--- config.mk ---
export PLATFORM = sky130hd
export DESIGN_NAME = sorted_set_insert_delete_top
export DESIGN_NICKNAME = d
export VERILOG_FILES = /design/src/rtl/sset_pkg.sv /design/src/rtl/sorted_set_insert_delete_top.sv /design/src/rtl/sset_ram.sv
export SDC_FILE = /design/constraint.sdc
export NUM_CORES = 2
export LEC_CHECK = 0
export BUFFER_PORTS_ARGS = -buffer_cell sky130_fd_sc_hd__buf_4
export CAP_MARGIN = 30
export CORE_MARGIN = 3
export CORE_UTILIZATION = 45
export CTS_CLUSTER_DIAMETER = 200
export DETAILED_ROUTE_END_ITERATION = 10
export PLACE_DENSITY = 0.72
export SETUP_SLACK_MARGIN = 0.05
export SYNTH_ARGS = -nofsm -noshare
export SYNTH_HDL_FRONTEND = slang
export SYNTH_SLANG_ARGS = --single-unit
--- constraint.sdc ---
create_clock -name clk -period 5.1 [get_ports clk]
set_input_delay 0.51 -clock clk [delete_from_list [all_inputs] [get_ports clk]]
set_output_delay 0.51 -clock clk [all_outputs]
set_load 0.005 [all_outputs]
--- src/rtl/sset_pkg.sv ---
// Shared constants and codes for the sorted set block.
package sset_pkg;

  // Store size and derived widths
  localparam int CAPACITY = 32;
  localparam int DATA_W   = 32;
  localparam int ADDR_W   = (CAPACITY > 1) ? $clog2(CAPACITY) : 1;
  localparam int CNT_W    = $clog2(CAPACITY + 1);
  localparam int OUT_CNT_W = 6;

  // Request codes
  localparam logic [1:0] REQ_INSERT = 2'd0;
  localparam logic [1:0] REQ_DELETE = 2'd1;
  localparam logic [1:0] REQ_READ   = 2'd2;

  // Result status codes
  typedef enum logic [2:0] {
    ST_INSERTED  = 3'd0,
    ST_DUPLICATE = 3'd1,
    ST_FULL      = 3'd2,
    ST_DELETED   = 3'd3,
    ST_NOT_FOUND = 3'd4,
    ST_ENTRY     = 3'd5,
    ST_EMPTY     = 3'd6
  } status_t;

endpackage

--- src/rtl/sorted_set_insert_delete_top.sv ---
// Top level of the sorted set: sequencer, compare unit and entry store.
//
// Keeps up to CAPACITY distinct signed 32-bit values in ascending order in one
// RAM. A request is taken when start is high and busy is low; busy then stays
// high until the request is finished, but an empty read-out and code 3 leave it
// low. Inserts, deletes and read-outs of a non-empty store walk the RAM one entry
// a cycle through its single read port: insert and delete scan from the bottom
// until the first entry not below the value or the end of the store, then move
// the entries above that place by one slot, then store the new value for an
// insert. A read-out gives one word per cycle; an empty store gives one empty
// word. Each result word shows for one cycle under strobe and cannot be held off,
// so the receiver must take it in that cycle. Request code 3 is taken and
// ignored.
module sorted_set_insert_delete_top (
  input  logic                              clk,
  input  logic                              rst,
  input  logic                              start,
  input  logic [1:0]                        req_type,
  input  logic signed [sset_pkg::DATA_W-1:0] value,
  output logic                              busy,
  output logic                              strobe,
  output logic [2:0]                        status,
  output logic signed [sset_pkg::DATA_W-1:0] entry_value,
  output logic                              last,
  output logic [sset_pkg::OUT_CNT_W-1:0]    entry_count
);

  import sset_pkg::*;

  typedef enum logic [2:0] {
    S_IDLE,
    S_SEARCH,
    S_SHIFT_UP,
    S_PUT,
    S_SHIFT_DN,
    S_READ
  } state_t;

  state_t                     state;
  logic [1:0]                 req;
  logic signed [DATA_W-1:0]   val;
  logic [CNT_W-1:0]           idx;
  logic [CNT_W-1:0]           pos;
  logic [CNT_W-1:0]           count;

  logic                       we;
  logic [ADDR_W-1:0]          wr_addr;
  logic [DATA_W-1:0]          wr_data;
  logic [ADDR_W-1:0]          rd_addr;
  logic [DATA_W-1:0]          rd_data;

  logic [CNT_W-1:0]           idx_inc;
  logic [CNT_W-1:0]           idx_dec;
  logic [CNT_W-1:0]           count_dec;
  logic                       at_end;
  logic                       less;
  logic                       hit;
  logic                       scan_on;

  sset_ram #(
    .WIDTH (DATA_W),
    .DEPTH (CAPACITY)
  ) u_ram (
    .clk     (clk),
    .we      (we),
    .wr_addr (wr_addr),
    .wr_data (wr_data),
    .rd_addr (rd_addr),
    .rd_data (rd_data)
  );

  // Shared compare unit: the word on rd_data belongs to entry idx
  assign idx_inc   = CNT_W'(idx + 1'b1);
  assign idx_dec   = CNT_W'(idx - 1'b1);
  assign count_dec = CNT_W'(count - 1'b1);
  assign at_end    = (idx >= count);
  assign less      = ($signed(rd_data) < val);
  assign hit       = !at_end && (rd_data == val);
  assign scan_on   = !at_end && less;

  assign busy = (state != S_IDLE);

  // Drive RAM addresses and write strobe from the sequencer state
  always_comb begin
    rd_addr = '0;
    we      = 1'b0;
    wr_addr = ADDR_W'(idx);
    wr_data = rd_data;
    case (state)
      S_IDLE: begin
        rd_addr = '0;
      end
      S_SEARCH: begin
        if (scan_on) begin
          rd_addr = ADDR_W'(idx_inc);
        end else if (req == REQ_INSERT) begin
          rd_addr = ADDR_W'(count_dec);
        end else begin
          rd_addr = ADDR_W'(idx_inc);
        end
      end
      S_SHIFT_UP: begin
        we      = 1'b1;
        wr_addr = ADDR_W'(idx_inc);
        rd_addr = ADDR_W'(idx_dec);
      end
      S_PUT: begin
        we      = 1'b1;
        wr_addr = ADDR_W'(pos);
        wr_data = val;
      end
      S_SHIFT_DN: begin
        we      = 1'b1;
        wr_addr = ADDR_W'(idx_dec);
        rd_addr = ADDR_W'(idx_inc);
      end
      S_READ: begin
        rd_addr = ADDR_W'(idx_inc);
      end
      default: begin
        rd_addr = '0;
      end
    endcase
  end

  // Sequencer: hold state, count and the registered result word
  always_ff @(posedge clk) begin
    if (rst) begin
      state  <= S_IDLE;
      count  <= '0;
      strobe <= 1'b0;
    end else begin
      strobe <= 1'b0;
      case (state)
        S_IDLE: begin
          if (start) begin
            req <= req_type;
            val <= value;
            idx <= '0;
            if (req_type == REQ_INSERT || req_type == REQ_DELETE) begin
              state <= S_SEARCH;
            end else if (req_type == REQ_READ) begin
              if (count == '0) begin
                strobe      <= 1'b1;
                status      <= ST_EMPTY;
                entry_value <= '0;
                last        <= 1'b1;
                entry_count <= OUT_CNT_W'(count);
              end else begin
                state <= S_READ;
              end
            end
          end
        end
        S_SEARCH: begin
          if (scan_on) begin
            idx <= idx_inc;
          end else begin
            pos         <= idx;
            entry_value <= '0;
            last        <= 1'b1;
            if (req == REQ_INSERT) begin
              entry_count <= OUT_CNT_W'(count);
              if (hit) begin
                strobe <= 1'b1;
                status <= ST_DUPLICATE;
                state  <= S_IDLE;
              end else if (count >= CNT_W'(CAPACITY)) begin
                strobe <= 1'b1;
                status <= ST_FULL;
                state  <= S_IDLE;
              end else if (idx == count) begin
                state <= S_PUT;
              end else begin
                idx   <= count_dec;
                state <= S_SHIFT_UP;
              end
            end else begin
              if (!hit) begin
                strobe      <= 1'b1;
                status      <= ST_NOT_FOUND;
                entry_count <= OUT_CNT_W'(count);
                state       <= S_IDLE;
              end else if (idx_inc == count) begin
                strobe      <= 1'b1;
                status      <= ST_DELETED;
                count       <= count_dec;
                entry_count <= OUT_CNT_W'(count_dec);
                state       <= S_IDLE;
              end else begin
                idx   <= idx_inc;
                state <= S_SHIFT_DN;
              end
            end
          end
        end
        S_SHIFT_UP: begin
          // Move entry idx one slot up, walking down towards the insert place
          if (idx == pos) begin
            state <= S_PUT;
          end else begin
            idx <= idx_dec;
          end
        end
        S_PUT: begin
          strobe      <= 1'b1;
          status      <= ST_INSERTED;
          entry_value <= '0;
          last        <= 1'b1;
          count       <= CNT_W'(count + 1'b1);
          entry_count <= OUT_CNT_W'(count + 1'b1);
          state       <= S_IDLE;
        end
        S_SHIFT_DN: begin
          // Move entry idx one slot down, walking up to the top entry
          if (idx_inc == count) begin
            strobe      <= 1'b1;
            status      <= ST_DELETED;
            entry_value <= '0;
            last        <= 1'b1;
            count       <= count_dec;
            entry_count <= OUT_CNT_W'(count_dec);
            state       <= S_IDLE;
          end else begin
            idx <= idx_inc;
          end
        end
        S_READ: begin
          strobe      <= 1'b1;
          status      <= ST_ENTRY;
          entry_value <= rd_data;
          last        <= (idx_inc == count);
          entry_count <= OUT_CNT_W'(count);
          if (idx_inc == count) begin
            state <= S_IDLE;
          end else begin
            idx <= idx_inc;
          end
        end
        default: begin
          state <= S_IDLE;
        end
      endcase
    end
  end

  // Count never passes the store size
  a_count_bound: assert property (@(posedge clk) disable iff (rst)
    count <= CNT_W'(CAPACITY))
    else $error("stored count above capacity");

  // A full drop is only reported with a full store
  a_full_only_when_full: assert property (@(posedge clk) disable iff (rst)
    strobe && status == ST_FULL |-> entry_count == OUT_CNT_W'(CAPACITY))
    else $error("full status with room left");

  // Anything but a read-out entry is a single, final word
  a_single_last: assert property (@(posedge clk) disable iff (rst)
    strobe && status != ST_ENTRY |-> last && entry_value == '0)
    else $error("single result word not marked last");

  // A finished insert grows the count by exactly one
  a_insert_grows: assert property (@(posedge clk) disable iff (rst)
    state == S_PUT |=> count == CNT_W'($past(count) + 1'b1))
    else $error("insert did not grow count by one");

endmodule

--- src/rtl/sset_ram.sv ---
// Generic single-write, single-read RAM with registered read data.
module sset_ram #(
  parameter int WIDTH = 32,
  parameter int DEPTH = 32
) (
  input  logic                                   clk,
  input  logic                                   we,
  input  logic [((DEPTH > 1) ? $clog2(DEPTH) : 1)-1:0] wr_addr,
  input  logic [WIDTH-1:0]                       wr_data,
  input  logic [((DEPTH > 1) ? $clog2(DEPTH) : 1)-1:0] rd_addr,
  output logic [WIDTH-1:0]                       rd_data
);

  logic [WIDTH-1:0] mem [DEPTH];

  // Write one word, read one word, read data registered
  always_ff @(posedge clk) begin
    if (we) begin
      mem[wr_addr] <= wr_data;
    end
    rd_data <= mem[rd_addr];
  end

endmodule

# Yosys cells after proc, flatten, opt, wreduce, memory -nomap -nowiden
# Memory sizes are Yosys's and may differ from the RTL's. A register that Yosys moved wholly into a read port is not among the register bits.
# Cells that the tools add are included.
[totals]
reg_bits = 98
latchBits = 0
ram_bits = 1024
rom_bits = 0
in_bits = 37
out_inout_bits = 44
wordCells = 155
n_memories = 1
[op_classes]
addsub = 4
mul = 0
div_mod_pow = 0
n_lt_le_gt_ge = 3
n_eq_ne = 29
shifts = 0
n_mux = 82
bitwise_logic = 2
n_reduce_logical = 23
[mem_list]
columns = ["memory", "words", "width", "read_ports", "rd_ports_with_merged_regs", "write_ports", "line_no", "text"]
rows = [
  ["u_ram.mem", 32, 32, 1, 1, 1, "sset_ram.sv:14", "logic [WIDTH-1:0] mem [DEPTH];"],
]
[op_table]
columns = ["cell", "n"]
rows = [
  ["two-way mux 32 bit", 7],
  ["case mux 32 bit (5 select lines)", 1],
  ["two-way mux 6 bit", 21],
  ["two-way mux 3 bit", 20],
  ["equality test 32 bit", 1],
  ["< comparator 32 bit", 1],
  ["case mux 5 bit (3 select lines)", 2],
  ["case mux 6 bit (5 select lines)", 1],
  ["case mux 6 bit (4 select lines)", 1],
  ["AND reduction 8 bit", 3],
  ["two-way mux 1 bit", 20],
  ["!= test 2 bit (second input constant)", 10],
  ["!= test 4 bit (second input constant)", 5],
  ["equality test 6 bit", 3],
  ["case mux 6 bit (3 select lines)", 1],
  ["case mux 3 bit (5 select lines)", 1],
  ["adder 6 x 1 -> 6 bit (second input constant)", 2],
  ["case mux 3 bit (4 select lines)", 1],
  ["subtractor 6 x 1 -> 6 bit (second input constant)", 2],
  ["two-way mux 5 bit", 2],
  ["AND reduction 7 bit", 1],
  ["equality test 3 x 2 -> 1 bit (second input constant)", 2],
  ["equality test 3 bit (second input constant)", 2],
  ["greater-or-equal comparator 6 bit", 1],
  ["other kinds (24)", 32],
]

# Longest topological paths before layout
[depth]
ltp_word = 7
depth_mapped = 18
mapped_depth_nobuf = 13

# Hierarchy
# Synthesis repeated with hierarchy kept, for this count alone.
[hier_totals]
hier_cells = 2950
area_unflattened_um2 = 46952.5
[by_module_without_submodules]
columns = ["module", "instances", "cells_per_inst", "area_per_inst_um2", "seq_area_each_um2"]
rows = [
  ["sset_ram", 1, 2260, 40492.6, 31390.1],
  ["sorted_set_insert_delete_top", 1, 690, 6459.9, 2842.7],
]

# Worst setup path before layout
# No wires, ideal clock.
[synth_timing]
path_kind = "register -> register"
from = "register idx[0]"
to = "register entry_value[0] in the netlist's numbering (enable)"
setup_time_ns = 0.443
t_arrival_ns = 4.017
t_required_ns = 4.657
slack_ns = 0.640
path_stages_with_launch = 11
n_path_buf = 4
synth_period_minus_slack_ns = 4.460
path_cell_list = "edfxtp_1 > clkbuf_1 > inv_1 > ha_1 > clkbuf_1 > xor2_1 > nor3_1 > nand4_1 > clkbuf_1 > clkbuf_1 > a31oi_1"
[synth_via]
elab_chain_len = 5
elab_cells_between_ends = 8
cone_classes = "1 x add/sub; 1 x order compare; 3 x eq/ne; 3 x reduce/logical"
[synth_lines]
columns = ["element", "line_no", "text"]
rows = [
  ["start, declared", "sorted_set_insert_delete_top.sv:42", "logic [CNT_W-1:0] idx;"],
  ["start signal, assigned", "sorted_set_insert_delete_top.sv:157", "idx <= idx_inc;"],
  ["start signal, assigned", "sorted_set_insert_delete_top.sv:175", "idx <= count_dec;"],
  ["start signal, assigned", "sorted_set_insert_delete_top.sv:191", "idx <= idx_inc;"],
  ["parallel branches: the longest is 4 deep, another holds adder 6 x 1 -> 6 bit", "n/a", ""],
  ["AND reduction 8 bit (no line) (*)", "n/a", ""],
  ["end signal, assigned", "sorted_set_insert_delete_top.sv:231", "entry_value <= rd_data;"],
  ["end, declared", "sorted_set_insert_delete_top.sv:23", "output logic signed [sset_pkg::DATA_W-1:0] entry_value,"],
]
# Every way passes the cells marked *.
# A chain may end at the register's enable or synchronous reset.

# Worst setup path after layout
[layout_timing]
from = "register u_ram.rd_data[14] (read register of u_ram.mem)"
to = "register u_ram.rd_data[7] (read register of u_ram.mem)"
[layout_via]
elab_chain_len = 4
[layout_lines]
columns = ["element", "line_no", "text"]
rows = [
  ["start, declared", "sset_ram.sv:11", "output logic [WIDTH-1:0] rd_data"],
  ["< comparator 32 bit", "sorted_set_insert_delete_top.sv:77", "assign less = ($signed(rd_data) < val);"],
  ["logical AND 1 bit", "sorted_set_insert_delete_top.sv:79", "assign scan_on = !at_end && less;"],
  ["two-way mux 5 bit", "sorted_set_insert_delete_top.sv:94", "if (scan_on) begin"],
  ["case mux 5 bit (3 select lines)", "sorted_set_insert_delete_top.sv:89", "case (state)"],
]
# Every way passes these cells.

==> results by group <==
Logic synthesis
  • Yosys top cell by area: edfxtp_1
  • Post-synth top flop: edfxtp_1
  • Syn Nets: about 3100
  • Area contributors post-synth: edfxtp_1 (72%), mux4_2 (6.1%), nand2_1 (4.7%)
  • Area share of the largest cell type after synthesis: 0.722
  • Sequential area share after synthesis: 0.740
  • Cell area after synthesis: 46200 µm²
  • Synth unique cells: 63
  • Top cells by count, synth: edfxtp_1 (1112), nand2_1 (582), and3_1 (139)
  • Yosys warns: 0
  • Most frequent cell after synthesis: edfxtp_1
  • Post-Syn Instances: ~3000
  • Number of synthesized flops with an enable pin: ~1100
  • Ys async rst share: 0
  • Avg Cell Area, Syn: 15.4 µm²
  • Number of synthesized register bits: 1154

Power and ir drop
  • P per Cell Area: between 600 and 700 nW/µm²
  • Worst vdd ir: ~750 µV
  • Leak Pwr: about 18 nW

Setup path
  • Worst Path Required: approximately 5.7 ns
  • Crit path capture type: flop
  • Crit Path Max Fanout: 15
  • CP Launch Type: flop
  • WP data arrival: ~5.4 ns
  • Setup CP Type: reg -> reg

Drt
  • Top sig layer: met4
  • WL met3: ~14000 µm
  • Metal-1 WL: roughly 48000 µm
  • Routed WL: 124000 µm
  • WL/cell: roughly 27 µm
  • DRC viols: 0
  • WL met2: around 58000 µm
  • Detailed Route Iter0 Violations: between 4000 and 5000
  • DR pass1 iterations: 5
  • Routed Antenna Nets: 0
  • DR vias: between 20000 and 30000
  • DR vias/cell: 6.04

Cells and area
  • # diodes: 0
  • Fill count: slightly below 8000
  • Net count, final: about 3300
  • Area Overhead vs Synth: 16.2%
  • Area occupied by multi-input gates: between 10000 and 15000 µm²
  • Sequential Area: 34200 µm²
  • Layout cell share with drive strength beyond 1: 0.191

Floorplan
  • Die Ht: roughly 330 µm
  • Total die area: 107000 µm²
  • # IOs: just over 80
  • Initial Utilization: 0.458
  • Placeable Area: 101000 µm²
  • Die X: 327 µm
  • FP Rows: about 120

Run
  • # Max-Cap Violations: 0

Place
  • Hpwl dp: around 72000 µm
  • GP Congestion: ~0.94
  • Setup WS pre-CTS: about 0.44 ns
  • Port Buffers: 80

Global routing
  • Vias in the first global route: between 20000 and 30000
  • GRT Resource Usage Total: 0.229
  • First-pass GRT wire length: 181000 µm
  • Grt ovf: 0
  • Largest net degree at the start of global routing: about 100
  • Initial antenna violation count: 3

STA
  • Final setup skew: about 0.035 ns
  • Final Slew Violations: 0
  • FMAX: 206 MHz
  • Hold Fails Final Rpt: 0
  • Worst slew pin tran: 0.959 ns
  • RSZ-0062 raised after global routing: false
  • Setup-failing EPs final: 0
  • Setup total negative slack: 0 ns
  • Fin crit period: ~4.9 ns
  • Final period utilization: 0.954
  • Worst setup margin: approximately 0.23 ns
  • Worst slew margin: 0.357

Clock network
  • Resized Gates After CTS: 0
  • H-tree lvl count: 3
  • CTS tree: built
  • TritonCTS buffer count: between 100 and 150
  • # clock sinks: ~1200
  • Clock Path Buffers: 3
  • Worst skew pair latency: 0.70 ns
  • Root buffer cell: clkbuf_16
  • Total setup buffers inserted after CTS: 0
  • Reg clk slew, reported paths: around 0.060 ns

Run status
  • Status: completed

Min path
  • Worst hold path type: in -> reg
-- where the power goes --
part	leakage [nW]	total [W]	internal, W	switching (W)
Sequential	10.4	0.0127	0.0123	0.000438
Combinational	6.14	0.0137	0.00499	0.00869
Clock	1.82	0.00830	0.00479	0.00351
Total	18.4	0.0347	0.0221	0.0126
-- cells by family (layout without fill, tap and decap cells) --
group                    Yosys count  count (layout)  share of synthesized area
flip-flops                      1154            1154                      0.740
AO/OA/AOI/OAI                    429             429                     0.0622
AND/OR/NAND/NOR                  970             970                     0.0943
XOR/XNOR                          29              29                    0.00549
adder cells (fa/ha/maj)           43              43                     0.0116
multiplexers                     142             142                     0.0655
buffers and inverters            231             513                     0.0205
-- registers in the layout, summed over array words and instances, names as in the netlist --
register       flops
count              6
entry_count        6
entry_value       32
idx                6
last               1
pos                6
req                2
state              3
status             3
strobe             1
u_ram.mem       1024
u_ram.rd_data     32
val               32
-- routing by layer --
metal  vias up  track usage
met5         -            0
met4         0       0.0855
met3       275       0.0410
met2      1677        0.359
met1     14100        0.321
li1      12000            -
-- cell type report --
type | count | share of cell area
clock buffers | 149 | 0.0571
inverters | 46 | 0.00321
well taps | 1357 | 0.0316
multi-input cells | 1613 | 0.214
flip-flops and latches | 1154 | 0.637
clock inverters | 55 | 0.0120
repair buffers | 263 | 0.0450
-- cells in the final DEF (no fill, tap or decap), types with 12 or more instances in the layout --
cell,n
clkinv_2,19
nand4_1,41
a32oi_1,21
inv_1,46
and3_1,139
o21ai_1,12
o21ai_0,38
buf_12,30
a21oi_1,63
edfxtp_1,1112
ha_1,43
dlygate4sd3_1,26
xnor2_1,23
buf_4,205
nor2_1,41
nand2_1,581
a22oi_1,96
clkbuf_1,20
clkbuf_16,108
mux2i_1,14
clkbuf_8,21
a31oi_1,98
nand3_1,61
o21ai_2,24
mux4_2,126
a211oi_1,15
nor2_4,34
nor3_1,16
dfxtp_1,41
-- through the flow --
stage / hold WS [ns] / total power, W / utilization / cells / area, µm²
floorplan: 0.482 / 0.0216 / - / 2998 / 46200
global placement: 0.567 / 0.0261 / 0.493 / 4405 / 49800
detailed placement: 0.568 / 0.0264 / 0.493 / 4407 / 49800
CTS: 0.00114 / 0.0346 / 0.532 / 4637 / 53700
global route: 0.0148 / 0.0362 / 0.532 / 4637 / 53700
finish: 0.0341 / 0.0347 / 0.532 / 4637 / 53700
-- worst paths after layout --
check                                  from                        to  slack (ns)  cells past startpoint
hold / removal                    value[11]         val[11]$_DFFE_PP_        0.03                      1
hold reg to reg       count[1]$_SDFFE_PP0P_     count[1]$_SDFFE_PP0P_        0.59                      2
setup / recovery  u_ram.rd_data[14]$_DFF_P_  u_ram.rd_data[7]$_DFF_P_        0.23                     13
setup reg to reg  u_ram.rd_data[14]$_DFF_P_  u_ram.rd_data[7]$_DFF_P_        0.23                     13
-- worst max-delay path: stages (launching register included) --
cell and delay [ns]:
dfxtp_1 0.41, ha_1 0.35, nand4_1 0.18, nor4_2 0.44, a21boi_1 0.29, o41ai_2 0.16
nand4_2 0.28, nand2_1 0.18, a311oi_1 0.70, nand2_1 0.30, nor2_2 0.54, buf_4 0.43
a22oi_1 0.17, nand4_1 0.27
-- what timing repair did --
action,in CTS,in global routing
endpoints found under the hold margin,26,0
setup endpoints to repair,0,0
hold buffers,26,0
Note: power is estimated with default switching activity, not from simulation.
